`src/hdl/rrm_pkg.sv`:
```
// Shared types and constants for the ratiometric resistance meter.
// Used by the top level; holds the sequencer state type and fixed field widths.
// No dependencies.
package rrm_pkg;

    // Fixed widths of the item fields and of the internal datapath.
    localparam int SAMPLE_W  = 16;
    localparam int CHAN_W    = 2;
    localparam int REF_W     = 20;
    localparam int RESULT_W  = 32;
    localparam int AMP_W     = 18;   // max - min of one channel
    localparam int DIFF_W    = 19;   // difference of two amplitudes
    localparam int NUM_MAG_W = 17;   // magnitude of a difference
    localparam int PRODUCT_W = NUM_MAG_W + REF_W;
    localparam int CMP_W     = 36;   // room for ten times a result value

    // Channel codes carried in the input tuser.
    localparam logic [CHAN_W-1:0] CH_SOURCE = 2'd0;
    localparam logic [CHAN_W-1:0] CH_CELL   = 2'd1;
    localparam logic [CHAN_W-1:0] CH_OFFSET = 2'd2;

    // Start values of the peak trackers and the register reset value.
    localparam logic signed [SAMPLE_W-1:0] PEAK_START   = -16'sd32767;
    localparam logic signed [SAMPLE_W-1:0] TROUGH_START = 16'sd32767;
    localparam logic [REF_W-1:0]           REF_RESET    = 20'd10000;

    // Step ratio that forces a refill of the average history.
    localparam logic signed [CMP_W-1:0] STEP_RATIO = 36'sd10;

    // Saturation limits of a result value.
    localparam logic signed [RESULT_W-1:0] SAT_MAX = 32'sh7FFF_FFFF;
    localparam logic signed [RESULT_W-1:0] SAT_MIN = 32'sh8000_0000;

    // Sequencer states.
    typedef enum logic [3:0] {
        ST_IDLE,
        ST_AMP,
        ST_DIFF,
        ST_MUL,
        ST_LOAD_RATIO,
        ST_DIV_RATIO,
        ST_RAW,
        ST_CMP_A,
        ST_CMP_B,
        ST_UPDATE,
        ST_LOAD_MEAN,
        ST_DIV_MEAN,
        ST_MEAN
    } state_t;

endpackage

```
`src/hdl/ratiometric_resistance_meter.sv`:
```
// Top level of the ratiometric resistance meter: peak trackers, sequencer,
// moving-average history and output register. Uses rrm_pkg and rrm_divider.
//
//  channel | ports                          | contents
//  --------+--------------------------------+------------------------------------
//  input   | s_tvalid s_tready s_tdata ...  | sample, channel (tuser), end_of_burst
//  result  | m_tvalid m_tready m_tdata ...  | filtered, raw, divide_fault, refilled
//  config  | cfg_we cfg_wdata               | reference_resistance
//
// A sample that does not end an offset burst is taken as soon as it is offered.
// The sample that ends an offset burst starts a run on the bit-serial divider,
// which is used once for the ratio (skipped on a zero divisor) and once for
// the mean; DIV_W is 46 at the default parameters. Input is not ready during it.
// The result waits in an output register; a full register stalls only the last
// step of the next run. Reset is synchronous and clears the history and peaks.
module ratiometric_resistance_meter
    import rrm_pkg::*;
#(
    parameter int AVERAGE_LENGTH = 20,
    parameter int FRACTION_BITS  = 8
) (
    input  logic        aclk,
    input  logic        aresetn,
    // Input items.
    input  logic        s_tvalid,
    output logic        s_tready,
    input  logic [15:0] s_tdata,   // [15:0] sample
    input  logic [1:0]  s_tuser,   // [1:0] channel
    input  logic        s_tlast,   // end_of_burst
    // Result items.
    output logic        m_tvalid,
    input  logic        m_tready,
    output logic [63:0] m_tdata,   // [31:0] filtered_resistance, [63:32] raw_resistance
    output logic [1:0]  m_tuser,   // [0] divide_fault, [1] history_refilled
    // Configuration.
    input  logic        cfg_we,
    input  logic [19:0] cfg_wdata  // reference_resistance
);

    localparam int LEN_W    = $clog2(AVERAGE_LENGTH);
    localparam int SUM_W    = RESULT_W + 1 + LEN_W;
    localparam int MAG_W    = SUM_W - 1;
    localparam int RATIO_DW = PRODUCT_W + FRACTION_BITS + 1;
    localparam int MEAN_DW  = MAG_W + 1;
    localparam int DIV_W    = (RATIO_DW > MEAN_DW) ? RATIO_DW : MEAN_DW;

    localparam logic [DIV_W-1:0] MAX_MAG = DIV_W'(32'h7FFF_FFFF);
    localparam logic [DIV_W-1:0] MIN_MAG = DIV_W'(32'h8000_0000);
    localparam logic signed [SUM_W-1:0] LEN_S = SUM_W'(AVERAGE_LENGTH);

    // Rounds a doubled quotient half away from zero, applies the sign, saturates.
    function automatic logic signed [RESULT_W-1:0] round_sat(
        input logic [DIV_W-1:0] q2,
        input logic             neg
    );
        logic [DIV_W:0]              q;
        logic [DIV_W-1:0]            mag;
        logic signed [RESULT_W-1:0]  res;
        q   = {1'b0, q2} + (DIV_W + 1)'(1);
        mag = q[DIV_W:1];
        if (neg) begin
            if (mag > MIN_MAG) begin
                res = SAT_MIN;
            end else begin
                res = $signed(~mag[RESULT_W-1:0] + 1'b1);
            end
        end else begin
            if (mag > MAX_MAG) begin
                res = SAT_MAX;
            end else begin
                res = $signed(mag[RESULT_W-1:0]);
            end
        end
        return res;
    endfunction

    // Control state.
    state_t                       state_reg, state_next;
    logic [REF_W-1:0]             ref_reg;
    logic signed [SAMPLE_W-1:0]   max_reg [3];
    logic signed [SAMPLE_W-1:0]   min_reg [3];
    logic                         restart_reg [3];
    logic signed [SAMPLE_W-1:0]   max_next [3];
    logic signed [SAMPLE_W-1:0]   min_next [3];
    logic signed [RESULT_W-1:0]   hist_reg [AVERAGE_LENGTH];
    logic signed [SUM_W-1:0]      sum_reg;
    logic                         m_tvalid_reg;

    // Datapath registers.
    logic signed [AMP_W-1:0]      a_src_reg, a_cell_reg, a_off_reg;
    logic signed [DIFF_W-1:0]     num_reg, den_reg;
    logic [PRODUCT_W-1:0]         product_reg;
    logic [NUM_MAG_W-1:0]         den_mag_reg;
    logic                         neg_reg;
    logic                         sum_neg_reg;
    logic signed [RESULT_W-1:0]   raw_reg;
    logic                         fault_reg;
    logic                         refill_reg;
    logic [63:0]                  m_tdata_reg;
    logic [1:0]                   m_tuser_reg;

    // Sequencer outputs.
    logic                         accept;
    logic                         trigger;
    logic                         div_start;
    logic                         out_free;
    logic                         out_load;
    logic [DIV_W-1:0]             div_dividend;

    // Combinational datapath values.
    logic signed [SAMPLE_W-1:0]   sample;
    logic [DIFF_W-1:0]            num_abs, den_abs;
    logic signed [CMP_W-1:0]      old_w, new_w, ten_old, ten_new;
    logic                         new_pos;
    logic [SUM_W-1:0]             sum_abs;
    logic signed [SUM_W-1:0]      raw_ext, old_ext;
    logic                         div_busy, div_done;
    logic [DIV_W-1:0]             div_quotient;

    assign sample  = $signed(s_tdata[SAMPLE_W-1:0]);
    assign accept  = s_tvalid && s_tready;
    assign trigger = accept && s_tlast && (s_tuser == CH_OFFSET);

    // Peak and trough update for the channel of an accepted sample.
    always_comb begin
        for (int c = 0; c < 3; c++) begin
            max_next[c] = restart_reg[c] ? PEAK_START : max_reg[c];
            min_next[c] = restart_reg[c] ? TROUGH_START : min_reg[c];
            if (sample > max_next[c]) begin
                max_next[c] = sample;
            end
            if (sample < min_next[c]) begin
                min_next[c] = sample;
            end
        end
    end

    // Magnitudes, wide comparison operands and the running sum magnitude.
    always_comb begin
        num_abs = num_reg[DIFF_W-1] ? DIFF_W'(-num_reg) : DIFF_W'(num_reg);
        den_abs = den_reg[DIFF_W-1] ? DIFF_W'(-den_reg) : DIFF_W'(den_reg);
        old_w   = CMP_W'(hist_reg[AVERAGE_LENGTH-1]);
        new_w   = CMP_W'(raw_reg);
        ten_old = old_w * STEP_RATIO;
        ten_new = new_w * STEP_RATIO;
        new_pos = !raw_reg[RESULT_W-1];
        sum_abs = sum_reg[SUM_W-1] ? SUM_W'(-sum_reg) : SUM_W'(sum_reg);
        raw_ext = SUM_W'(raw_reg);
        old_ext = SUM_W'(hist_reg[AVERAGE_LENGTH-1]);
    end

    // Next state.
    always_comb begin
        state_next = state_reg;
        case (state_reg)
            ST_IDLE:       if (trigger) state_next = ST_AMP;
            ST_AMP:        state_next = ST_DIFF;
            ST_DIFF:       state_next = ST_MUL;
            ST_MUL:        state_next = (den_reg == '0) ? ST_LOAD_MEAN : ST_LOAD_RATIO;
            ST_LOAD_RATIO: state_next = ST_DIV_RATIO;
            ST_DIV_RATIO:  if (div_done) state_next = ST_RAW;
            ST_RAW:        state_next = ST_CMP_A;
            ST_CMP_A:      state_next = ST_CMP_B;
            ST_CMP_B:      state_next = ST_UPDATE;
            ST_UPDATE:     state_next = ST_LOAD_MEAN;
            ST_LOAD_MEAN:  state_next = ST_DIV_MEAN;
            ST_DIV_MEAN:   if (div_done) state_next = ST_MEAN;
            ST_MEAN:       if (out_free) state_next = ST_IDLE;
            default:       state_next = ST_IDLE;
        endcase
    end

    // Sequencer outputs.
    always_comb begin
        s_tready     = (state_reg == ST_IDLE);
        out_free     = !m_tvalid_reg || m_tready;
        out_load     = (state_reg == ST_MEAN) && out_free;
        div_start    = (state_reg == ST_LOAD_RATIO) || (state_reg == ST_LOAD_MEAN);
        div_dividend = (state_reg == ST_LOAD_MEAN)
                     ? (DIV_W'(sum_abs[MAG_W-1:0]) << 1)
                     : (DIV_W'(product_reg) << (FRACTION_BITS + 1));
    end

    // Shared divider: ratio by the source minus offset amplitude, then mean by the length.
    rrm_divider #(
        .DIVIDEND_W (DIV_W),
        .DIVISOR_W  (NUM_MAG_W)
    ) u_divider (
        .aclk     (aclk),
        .aresetn  (aresetn),
        .start    (div_start),
        .dividend (div_dividend),
        .divisor  ((state_reg == ST_LOAD_MEAN) ? NUM_MAG_W'(AVERAGE_LENGTH) : den_mag_reg),
        .busy     (div_busy),
        .done     (div_done),
        .quotient (div_quotient)
    );

    // Control state with reset: sequencer, register, peaks, history and valid.
    always_ff @(posedge aclk) begin
        if (!aresetn) begin
            state_reg    <= ST_IDLE;
            ref_reg      <= REF_RESET;
            sum_reg      <= '0;
            m_tvalid_reg <= 1'b0;
            for (int c = 0; c < 3; c++) begin
                max_reg[c]     <= PEAK_START;
                min_reg[c]     <= TROUGH_START;
                restart_reg[c] <= 1'b0;
            end
            for (int i = 0; i < AVERAGE_LENGTH; i++) begin
                hist_reg[i] <= '0;
            end
        end else begin
            state_reg <= state_next;
            if (cfg_we) begin
                ref_reg <= cfg_wdata;
            end
            // Track peaks of the accepted sample's channel; channel three is ignored.
            if (accept) begin
                for (int c = 0; c < 3; c++) begin
                    if (s_tuser == CHAN_W'(c)) begin
                        max_reg[c]     <= max_next[c];
                        min_reg[c]     <= min_next[c];
                        restart_reg[c] <= s_tlast;
                    end
                end
            end
            // Refill or shift the history, keeping the running sum exact.
            if (state_reg == ST_UPDATE) begin
                if (refill_reg) begin
                    for (int i = 0; i < AVERAGE_LENGTH; i++) begin
                        hist_reg[i] <= raw_reg;
                    end
                    sum_reg <= raw_ext * LEN_S;
                end else begin
                    hist_reg[0] <= raw_reg;
                    for (int i = 1; i < AVERAGE_LENGTH; i++) begin
                        hist_reg[i] <= hist_reg[i-1];
                    end
                    sum_reg <= sum_reg - old_ext + raw_ext;
                end
            end
            if (out_load) begin
                m_tvalid_reg <= 1'b1;
            end else if (m_tready) begin
                m_tvalid_reg <= 1'b0;
            end
        end
    end

    // Datapath registers, loaded by sequencer state.
    always_ff @(posedge aclk) begin
        case (state_reg)
            ST_AMP: begin
                a_src_reg  <= AMP_W'(max_reg[CH_SOURCE]) - AMP_W'(min_reg[CH_SOURCE]);
                a_cell_reg <= AMP_W'(max_reg[CH_CELL]) - AMP_W'(min_reg[CH_CELL]);
                a_off_reg  <= AMP_W'(max_reg[CH_OFFSET]) - AMP_W'(min_reg[CH_OFFSET]);
            end
            ST_DIFF: begin
                num_reg <= DIFF_W'(a_cell_reg) - DIFF_W'(a_off_reg);
                den_reg <= DIFF_W'(a_src_reg) - DIFF_W'(a_off_reg);
            end
            ST_MUL: begin
                product_reg <= num_abs[NUM_MAG_W-1:0] * ref_reg;
                den_mag_reg <= den_abs[NUM_MAG_W-1:0];
                neg_reg     <= num_reg[DIFF_W-1] != den_reg[DIFF_W-1];
                fault_reg   <= (den_reg == '0);
                refill_reg  <= 1'b0;
                raw_reg     <= '0;
            end
            ST_RAW: begin
                raw_reg <= round_sat(div_quotient, neg_reg);
            end
            // Zero values and oldest against ten times the new value.
            ST_CMP_A: begin
                refill_reg <= (old_w == '0) || (new_w == '0)
                           || (new_pos ? (old_w > ten_new) : (old_w < ten_new));
            end
            // Ten times the oldest against the new value.
            ST_CMP_B: begin
                refill_reg <= refill_reg
                           || (new_pos ? (ten_old < new_w) : (ten_old > new_w));
            end
            ST_LOAD_MEAN: begin
                sum_neg_reg <= sum_reg[SUM_W-1];
            end
            ST_MEAN: begin
                if (out_free) begin
                    m_tdata_reg <= {raw_reg, round_sat(div_quotient, sum_neg_reg)};
                    m_tuser_reg <= {refill_reg, fault_reg};
                end
            end
            default: begin
            end
        endcase
    end

    assign m_tvalid = m_tvalid_reg;
    assign m_tdata  = m_tdata_reg;
    assign m_tuser  = m_tuser_reg;

    // A zero divisor gives a zero raw value and never a refill.
    a_fault_result: assert property (@(posedge aclk) disable iff (!aresetn)
        m_tvalid |-> !(m_tuser[0] && (m_tdata[63:32] != 32'd0 || m_tuser[1])))
        else $error("divide fault item carries a raw value or a refill");

    // The item that ends an offset burst closes the input for the computation.
    a_trigger_busy: assert property (@(posedge aclk) disable iff (!aresetn)
        trigger |=> !s_tready)
        else $error("input ready right after a measurement trigger");

    // A division is only started on an idle divider.
    a_div_idle: assert property (@(posedge aclk) disable iff (!aresetn)
        div_start |-> !div_busy)
        else $error("divider started while still busy");

endmodule

```
`src/hdl/rrm_divider.sv`:
```
// Bit-serial restoring divider shared by the ratio and the mean computations.
// Produces one quotient bit per cycle; standalone, no package needed.
module rrm_divider #(
    parameter int DIVIDEND_W = 46,
    parameter int DIVISOR_W  = 17
) (
    input  logic                  aclk,
    input  logic                  aresetn,
    input  logic                  start,
    input  logic [DIVIDEND_W-1:0] dividend,
    input  logic [DIVISOR_W-1:0]  divisor,
    output logic                  busy,
    output logic                  done,
    output logic [DIVIDEND_W-1:0] quotient
);

    localparam int CNT_W = $clog2(DIVIDEND_W + 1);

    logic [DIVIDEND_W-1:0] quo_reg;
    logic [DIVISOR_W-1:0]  rem_reg;
    logic [DIVISOR_W-1:0]  div_reg;
    logic [CNT_W-1:0]      cnt_reg;
    logic                  busy_reg;
    logic                  done_reg;

    logic [DIVISOR_W:0]    trial;
    logic [DIVISOR_W:0]    diff;
    logic                  fits;

    // One restoring step: shift in the next dividend bit and try a subtract.
    always_comb begin
        trial = {rem_reg, quo_reg[DIVIDEND_W-1]};
        diff  = trial - {1'b0, div_reg};
        fits  = (trial >= {1'b0, div_reg});
    end

    // Step counter and status flags.
    always_ff @(posedge aclk) begin
        if (!aresetn) begin
            cnt_reg  <= '0;
            busy_reg <= 1'b0;
            done_reg <= 1'b0;
        end else if (start) begin
            cnt_reg  <= CNT_W'(DIVIDEND_W);
            busy_reg <= 1'b1;
            done_reg <= 1'b0;
        end else if (busy_reg) begin
            cnt_reg <= cnt_reg - 1'b1;
            if (cnt_reg == CNT_W'(1)) begin
                busy_reg <= 1'b0;
                done_reg <= 1'b1;
            end
        end else begin
            done_reg <= 1'b0;
        end
    end

    // Partial remainder and quotient shift register.
    always_ff @(posedge aclk) begin
        if (start) begin
            quo_reg <= dividend;
            rem_reg <= '0;
            div_reg <= divisor;
        end else if (busy_reg) begin
            quo_reg <= {quo_reg[DIVIDEND_W-2:0], fits};
            rem_reg <= fits ? diff[DIVISOR_W-1:0] : trial[DIVISOR_W-1:0];
        end
    end

    assign busy     = busy_reg;
    assign done     = done_reg;
    assign quotient = quo_reg;

    // The last step always ends the run with a done pulse.
    a_last_step_done: assert property (@(posedge aclk) disable iff (!aresetn)
        (busy_reg && !start && cnt_reg == CNT_W'(1)) |=> (done_reg && !busy_reg))
        else $error("divider did not finish after its last step");

    // A start loads the full step count.
    a_start_loads: assert property (@(posedge aclk) disable iff (!aresetn)
        start |=> (busy_reg && cnt_reg == CNT_W'(DIVIDEND_W)))
        else $error("divider start did not load the step count");

    // Done is a single-cycle pulse that never overlaps a busy run.
    a_done_pulse: assert property (@(posedge aclk) disable iff (!aresetn)
        done_reg |-> (!busy_reg ##1 !done_reg))
        else $error("divider done was not a single pulse");

endmodule

```
`config.mk`:
```
export PLATFORM = sky130hd
export DESIGN_NAME = ratiometric_resistance_meter
export DESIGN_NICKNAME = d
export VERILOG_FILES = /design/src/hdl/rrm_pkg.sv /design/src/hdl/ratiometric_resistance_meter.sv /design/src/hdl/rrm_divider.sv
export SDC_FILE = /design/constraint.sdc
export NUM_CORES = 2
export LEC_CHECK = 0
export BUFFER_PORTS_ARGS = -buffer_cell sky130_fd_sc_hd__buf_4
export CAP_MARGIN = 20
export CORE_ASPECT_RATIO = 0.5
export CORE_UTILIZATION = 40
export CTS_CLUSTER_SIZE = 30
export DETAILED_ROUTE_END_ITERATION = 6
export PLACE_DENSITY_LB_ADDON = 0.25
export SYNTH_ARGS = -nofsm -noshare
export SYNTH_HDL_FRONTEND = slang
export SYNTH_SLANG_ARGS = --single-unit
```
`constraint.sdc`:
```
create_clock -name aclk -period 17.22 [get_ports aclk]
set_clock_uncertainty 0.2 [all_clocks]
set_input_delay 4.305 -clock aclk [delete_from_list [all_inputs] [get_ports aclk]]
set_output_delay 4.305 -clock aclk [all_outputs]
set_load 0.01 [all_outputs]
```
# == Word-level counts from Yosys, hierarchy flattened ==
# Memories as Yosys holds them, arrays and structs flattened.
# Index checks and enable logic that the tools add are counted.
# op_classes
n_addsub,14
mul,4
n_lt_le_gt_ge,13
n_eq_ne,20
mux,111
bitwise,52
n_reduce_logical,23
# op_table
operator,count
two-way mux 32 bit,44
two-way mux 16 bit,18
two-way mux 46 bit,3
logical NOT 36 bit,2
multiplier 32 x 4 -> 35 bit (second input constant),2
one-hot mux 32 bit (2 select lines),1
one-hot mux 4 bit (13 select lines),1
two-way mux 17 bit,3
subtractor 16 x 16 -> 17 bit,3
OR 1 bit,49
greater-than comparator 16 bit,3
< comparator 16 bit,3
adder 46 x 1 -> 47 bit (second input constant),1
greater-than comparator 46 x 31 -> 1 bit (second input constant),1
greater-than comparator 46 x 32 -> 1 bit (second input constant),1
adder 38 x 32 -> 38 bit,1
two-way mux 38 bit,1
subtractor 38 x 32 -> 38 bit,1
multiplier 17 x 20 -> 37 bit,1
two-way mux 37 bit,1
negation 37 bit,1
greater-than comparator 32 x 36 -> 1 bit,1
greater-than comparator 36 x 32 -> 1 bit,1
< comparator 32 x 36 -> 1 bit,1
other kinds (36),93
# word_totals
reg_bits,394
mem_bits_rw,739
in_bits,44
output_inout_bits,68
word_cells,266
mem_count,4
# mem_list
name,depth,word_bits,rd,rd_clocked_by_memory_dff,write_ports,line_no,text
hist_reg,20,32,20,0,20,ratiometric_resistance_meter.sv:85,logic signed [RESULT_W-1:0] hist_reg [AVERAGE_LENGTH];
max_reg,3,16,3,0,3,ratiometric_resistance_meter.sv:80,logic signed [SAMPLE_W-1:0] max_reg [3];
min_reg,3,16,3,0,3,ratiometric_resistance_meter.sv:81,logic signed [SAMPLE_W-1:0] min_reg [3];
restart_reg,3,1,3,0,3,ratiometric_resistance_meter.sv:82,logic restart_reg [3];

# == Longest topological paths before layout ==
# depth
ltp_word,6
ltp_mapped,32
mapped_depth_nobuf,30

# == Cells and area by module ==
# From an unflattened synthesis, not the netlist that was laid out.
# unflattened
cells_unflattened,6901
area_unflattened_um2,74358.8
# by_module_without_submodules
module,instances,cells_each,area_each_um2
ratiometric_resistance_meter,1,6526,69889.5
rrm_divider,1,375,4469.3

# == Worst setup path after synthesis ==
# Ideal clock, no wire load.
# synth_path
kind,input port to flip-flop
from,in aresetn
to,"mem hist_reg[0][0], enable pin"
t_arrival_ps,16199
required_time_ps,16070
path_slack_ps,-129
stages,3
path_buffers,0
cell_sequence,clkinv_1 nor2_1 inv_1
# synth_rtl
item,line_no,text
from (decl),ratiometric_resistance_meter.sv:23,"input logic aresetn,"
to (decl),ratiometric_resistance_meter.sv:85,

# == Final worst setup path ==
# layout_path
from,reg num_reg[0]
to,reg product_reg[36] (data pin)
# layout_via
elab_chain_cells,3
# layout_lines
item,line_no,text
from (decl),ratiometric_resistance_meter.sv:91,"logic signed [DIFF_W-1:0] num_reg, den_reg;"
from (signal assigned),ratiometric_resistance_meter.sv:261,num_reg <= DIFF_W'(a_cell_reg) - DIFF_W'(a_off_reg);
negation 17 bit,ratiometric_resistance_meter.sv:140,num_abs = num_reg[DIFF_W-1] ? DIFF_W'(-num_reg) : DIFF_W'(num_reg);
two-way mux 17 bit *,ratiometric_resistance_meter.sv:140,
multiplier 17 x 20 -> 37 bit *,ratiometric_resistance_meter.sv:265,product_reg <= num_abs[NUM_MAG_W-1:0] * ref_reg;
to (signal assigned),ratiometric_resistance_meter.sv:265,
to (decl),ratiometric_resistance_meter.sv:92,logic [PRODUCT_W-1:0] product_reg;
# Every way passes the cells marked *; elsewhere a longest branch is shown, timed or not.
# A chain may end at the register's enable or synchronous reset.

==> reports/qor.txt <==
n_diodes: 0
fin crit share: 52.4%
CTS tree: built
clk sinks: 1133
Post-Syn Instances: 7438
Worst path slowest cell: edfxtp_1
First DRT Iteration DRCs: 4424
#FFs+latches synth: 1133
adder-cell share of the synthesized area: 17.5%
synth top area cells: edfxtp_1 (42%), ha_1 (9.1%), fa_1 (8.4%)
cell family with the largest share of critical-path delay: adder cells
IO Count: 112
Clock Latency Late Sink: 0.74 ns
asr flop ratio synth: 0%
sequential cell area fraction in the yosys report: 44.2%
EDFF count, synth: 1045
Peak Freq: 111 MHz
status: finished clean
clock buffer count from CTS: 108
largest family of logic cells by synthesized area: adder cells
share of the synthesized area in the top cell type: 41.9%
Synth Area in Simple Gates: 14.1%
synth unique cells: 84
Critical Path RT: 17.47 ns
share of cells above drive strength 1: 5.87%
Overflow after GRT: 0
cts repair resizes: 0
Clock Tree Buf Depth: 3
Syn Nets: 8340
Slew @ Worst Pin: 1.12 ns
max cap viols: 0
setup violators final: 0
Top FF cell, synth: edfxtp_1
vias in the first global route: 52045
number of nets with antenna violations after routing: 0
Via density: 5.45
die footprint: 189000 µm²
number of flip-flops under the largest register name: 640
Overall Global Routing Usage: 20.1%
CP dominant cell by count: fa_1
Layout area overhead: 9.36%
Crit Path Category: flip-flop to flip-flop
# port buffers: 111
via count: 54247
leading area contributor after synthesis: edfxtp_1
final WL: 193 mm
Hold Slack: 0.219 ns
Tmin final: 9.03 ns
width of the die: 614 µm
FP Rows: 111
post-synthesis compound-gate area fraction: 14.5%
initial core utilization: 40.6%
Multi-input gate area: 38100 µm²
CP arrival: 9.27 ns
drt pass-1 iters: 6
CP max FO: 23
HP Class: flip-flop to flip-flop
pin count of the biggest net entering global routing: 230
initial antenna violation count: 2
Pins Over Slew Limit: 0
DP Wirelength: 137 mm
clk root buf: clkbuf_16
mapped cell area: 75000 µm²
syn_area_per_cell: 10.1 µm²
setup TNS: 0 ns
xor and xnor area share after synthesis: 3.30%
Post-CTS Hold Buffers: 0
Ys Warns: 0
slowest stage delay, CP: 0.78 ns
PD cells: 96.8 nW/µm²
die span in y: 308 µm
Hold Vio Cnt, Final: 0
clock transition at the registers of the reported paths: 0.07 ns
FILL cells: 17761
Residual DRC: 0
Pwr Total: 7.94 mW
RSZ-0062 raised after global routing: false
maximum VDD drop: 0.148 mV
H-Tree Depth: 3
routability cong.: 0.907
sum of buffers and inverters on the critical path: 4
setup bufs post-CTS: 0
flip-flop and latch area: 33100 µm²
startpoint types: flip-flop
Core ar.: 185000 µm²
global-route wire length before repair: 302 mm
mux cell area share after synthesis: 1.39%
per-cell routed wire length: 19.4 µm
endpoint type of the worst setup path: flip-flop
Final nets: 8288
Slew headroom: 25.7%
LEAKAGE: 35.1 nW
==> power by group <==
| group | internal, mW | switching (mW) |
|---|---|---|
| Combinational | 0.938 | 1.30 |
| Clock | 1.35 | 1.11 |
| Sequential | 3.18 | 0.0578 |
| Total | 5.47 | 2.47 |
==> worst reg2reg max path, delay by kind of cell (launching register included) <==
| family | cells | cell delay [ns] |
|---|---|---|
| AOI/OAI and AO/OA | 10 | 2.18 |
| xor gates and xnor gates | 1 | 0.16 |
| adders and majority gates | 8 | 3.56 |
| buffers and inverters | 4 | 0.52 |
| DFF | 1 | 0.78 |
| and+or+nand+nor | 5 | 1.34 |
==> routing by layer <==
layer / track usage [%] / vias to the layer above / wire length, µm
met4: 5.34 / 0 / 4850
met3: 2.55 / 250 / 9860
li1: - / 26068 / -
met2: 32.4 / 1264 / 88200
met5: 0 / - / 0
met1: 28.4 / 26665 / 90000
==> cells in the mapped netlist (44+ instances only) <==
| cell type | n |
|---|---|
| nor3_1 | 96 |
| and3_1 | 55 |
| o31ai_1 | 44 |
| mux2i_1 | 90 |
| and2_1 | 148 |
| or3_1 | 48 |
| o21a_1 | 57 |
| xor2_1 | 72 |
| fa_1 | 314 |
| o21ai_0 | 264 |
| a211oi_1 | 50 |
| ha_1 | 544 |
| edfxtp_1 | 1045 |
| nand2_1 | 1077 |
| nand2b_1 | 87 |
| a21oi_1 | 737 |
| inv_1 | 645 |
| o211ai_1 | 59 |
| nor2b_1 | 73 |
| nand4_1 | 73 |
| nor2_1 | 415 |
| nand3_1 | 101 |
| clkbuf_1 | 339 |
| xnor2_1 | 210 |
| dfxtp_1 | 88 |
| a21o_1 | 272 |
==> worst paths after layout <==
kind,start,end,slack (ns),cells past startpoint
setup / recovery,num_reg[0]$_DFFE_PP_,product_reg[36]$_DFFE_PP_,8.19,28
hold reg to reg,fault_reg$_DFFE_PP_,m_tuser[0]$_DFFE_PP_,0.22,0
setup reg to reg,num_reg[0]$_DFFE_PP_,product_reg[36]$_DFFE_PP_,8.19,28
hold / removal,fault_reg$_DFFE_PP_,m_tuser[0]$_DFFE_PP_,0.22,0
==> cell usage in the layout, fill, tap and decap left out, types with 101 or more instances in the layout <==
cell type	Yosys	layout
a21o_1	272	272
a21oi_1	737	737
and2_1	148	148
buf_4	0	201
clkbuf_16	0	113
edfxtp_1	1045	1045
fa_1	314	314
ha_1	544	544
inv_1	645	643
nand2_1	1077	1073
nand3_1	101	101
nor2_1	415	409
o21ai_0	264	261
xnor2_1	210	210
==> per-stage QoR <==
| step | area [µm²] | setup WS (ns) | instances | util, % |
|---|---|---|---|---|
| global route | 82000 | 7.62 | 9962 | 44.4 |
| global placement | 78300 | 8.30 | 9758 | 42.4 |
| floorplan | 75000 | 2.39 | 7438 | - |
| CTS | 81900 | 8.19 | 9959 | 44.4 |
| finish | 82000 | 8.19 | 9962 | 44.4 |
| detailed placement | 78300 | 8.26 | 9759 | 42.4 |
==> kinds of logic after synthesis <==
family	Yosys count
and+or+nand+nor	2293
AOI/OAI and AO/OA	1756
DFF	1133
buffers and inverters	1014
adders and majority gates	858
xor gates and xnor gates	282
muxes	102
==> area by class of cell <==
cell class                      instances  share of cell area [%]
Timing Repair Buffer                  205                    1.93
Tap cell                             2486                    3.79
Multi-Input combinational cell       5291                    46.5
Clock inverter                         71                   0.844
Clock buffer                          129                    3.55
Inverter                              647                    2.98
Sequential cell                      1133                    40.4
Power figures use the tool's default switching activity.
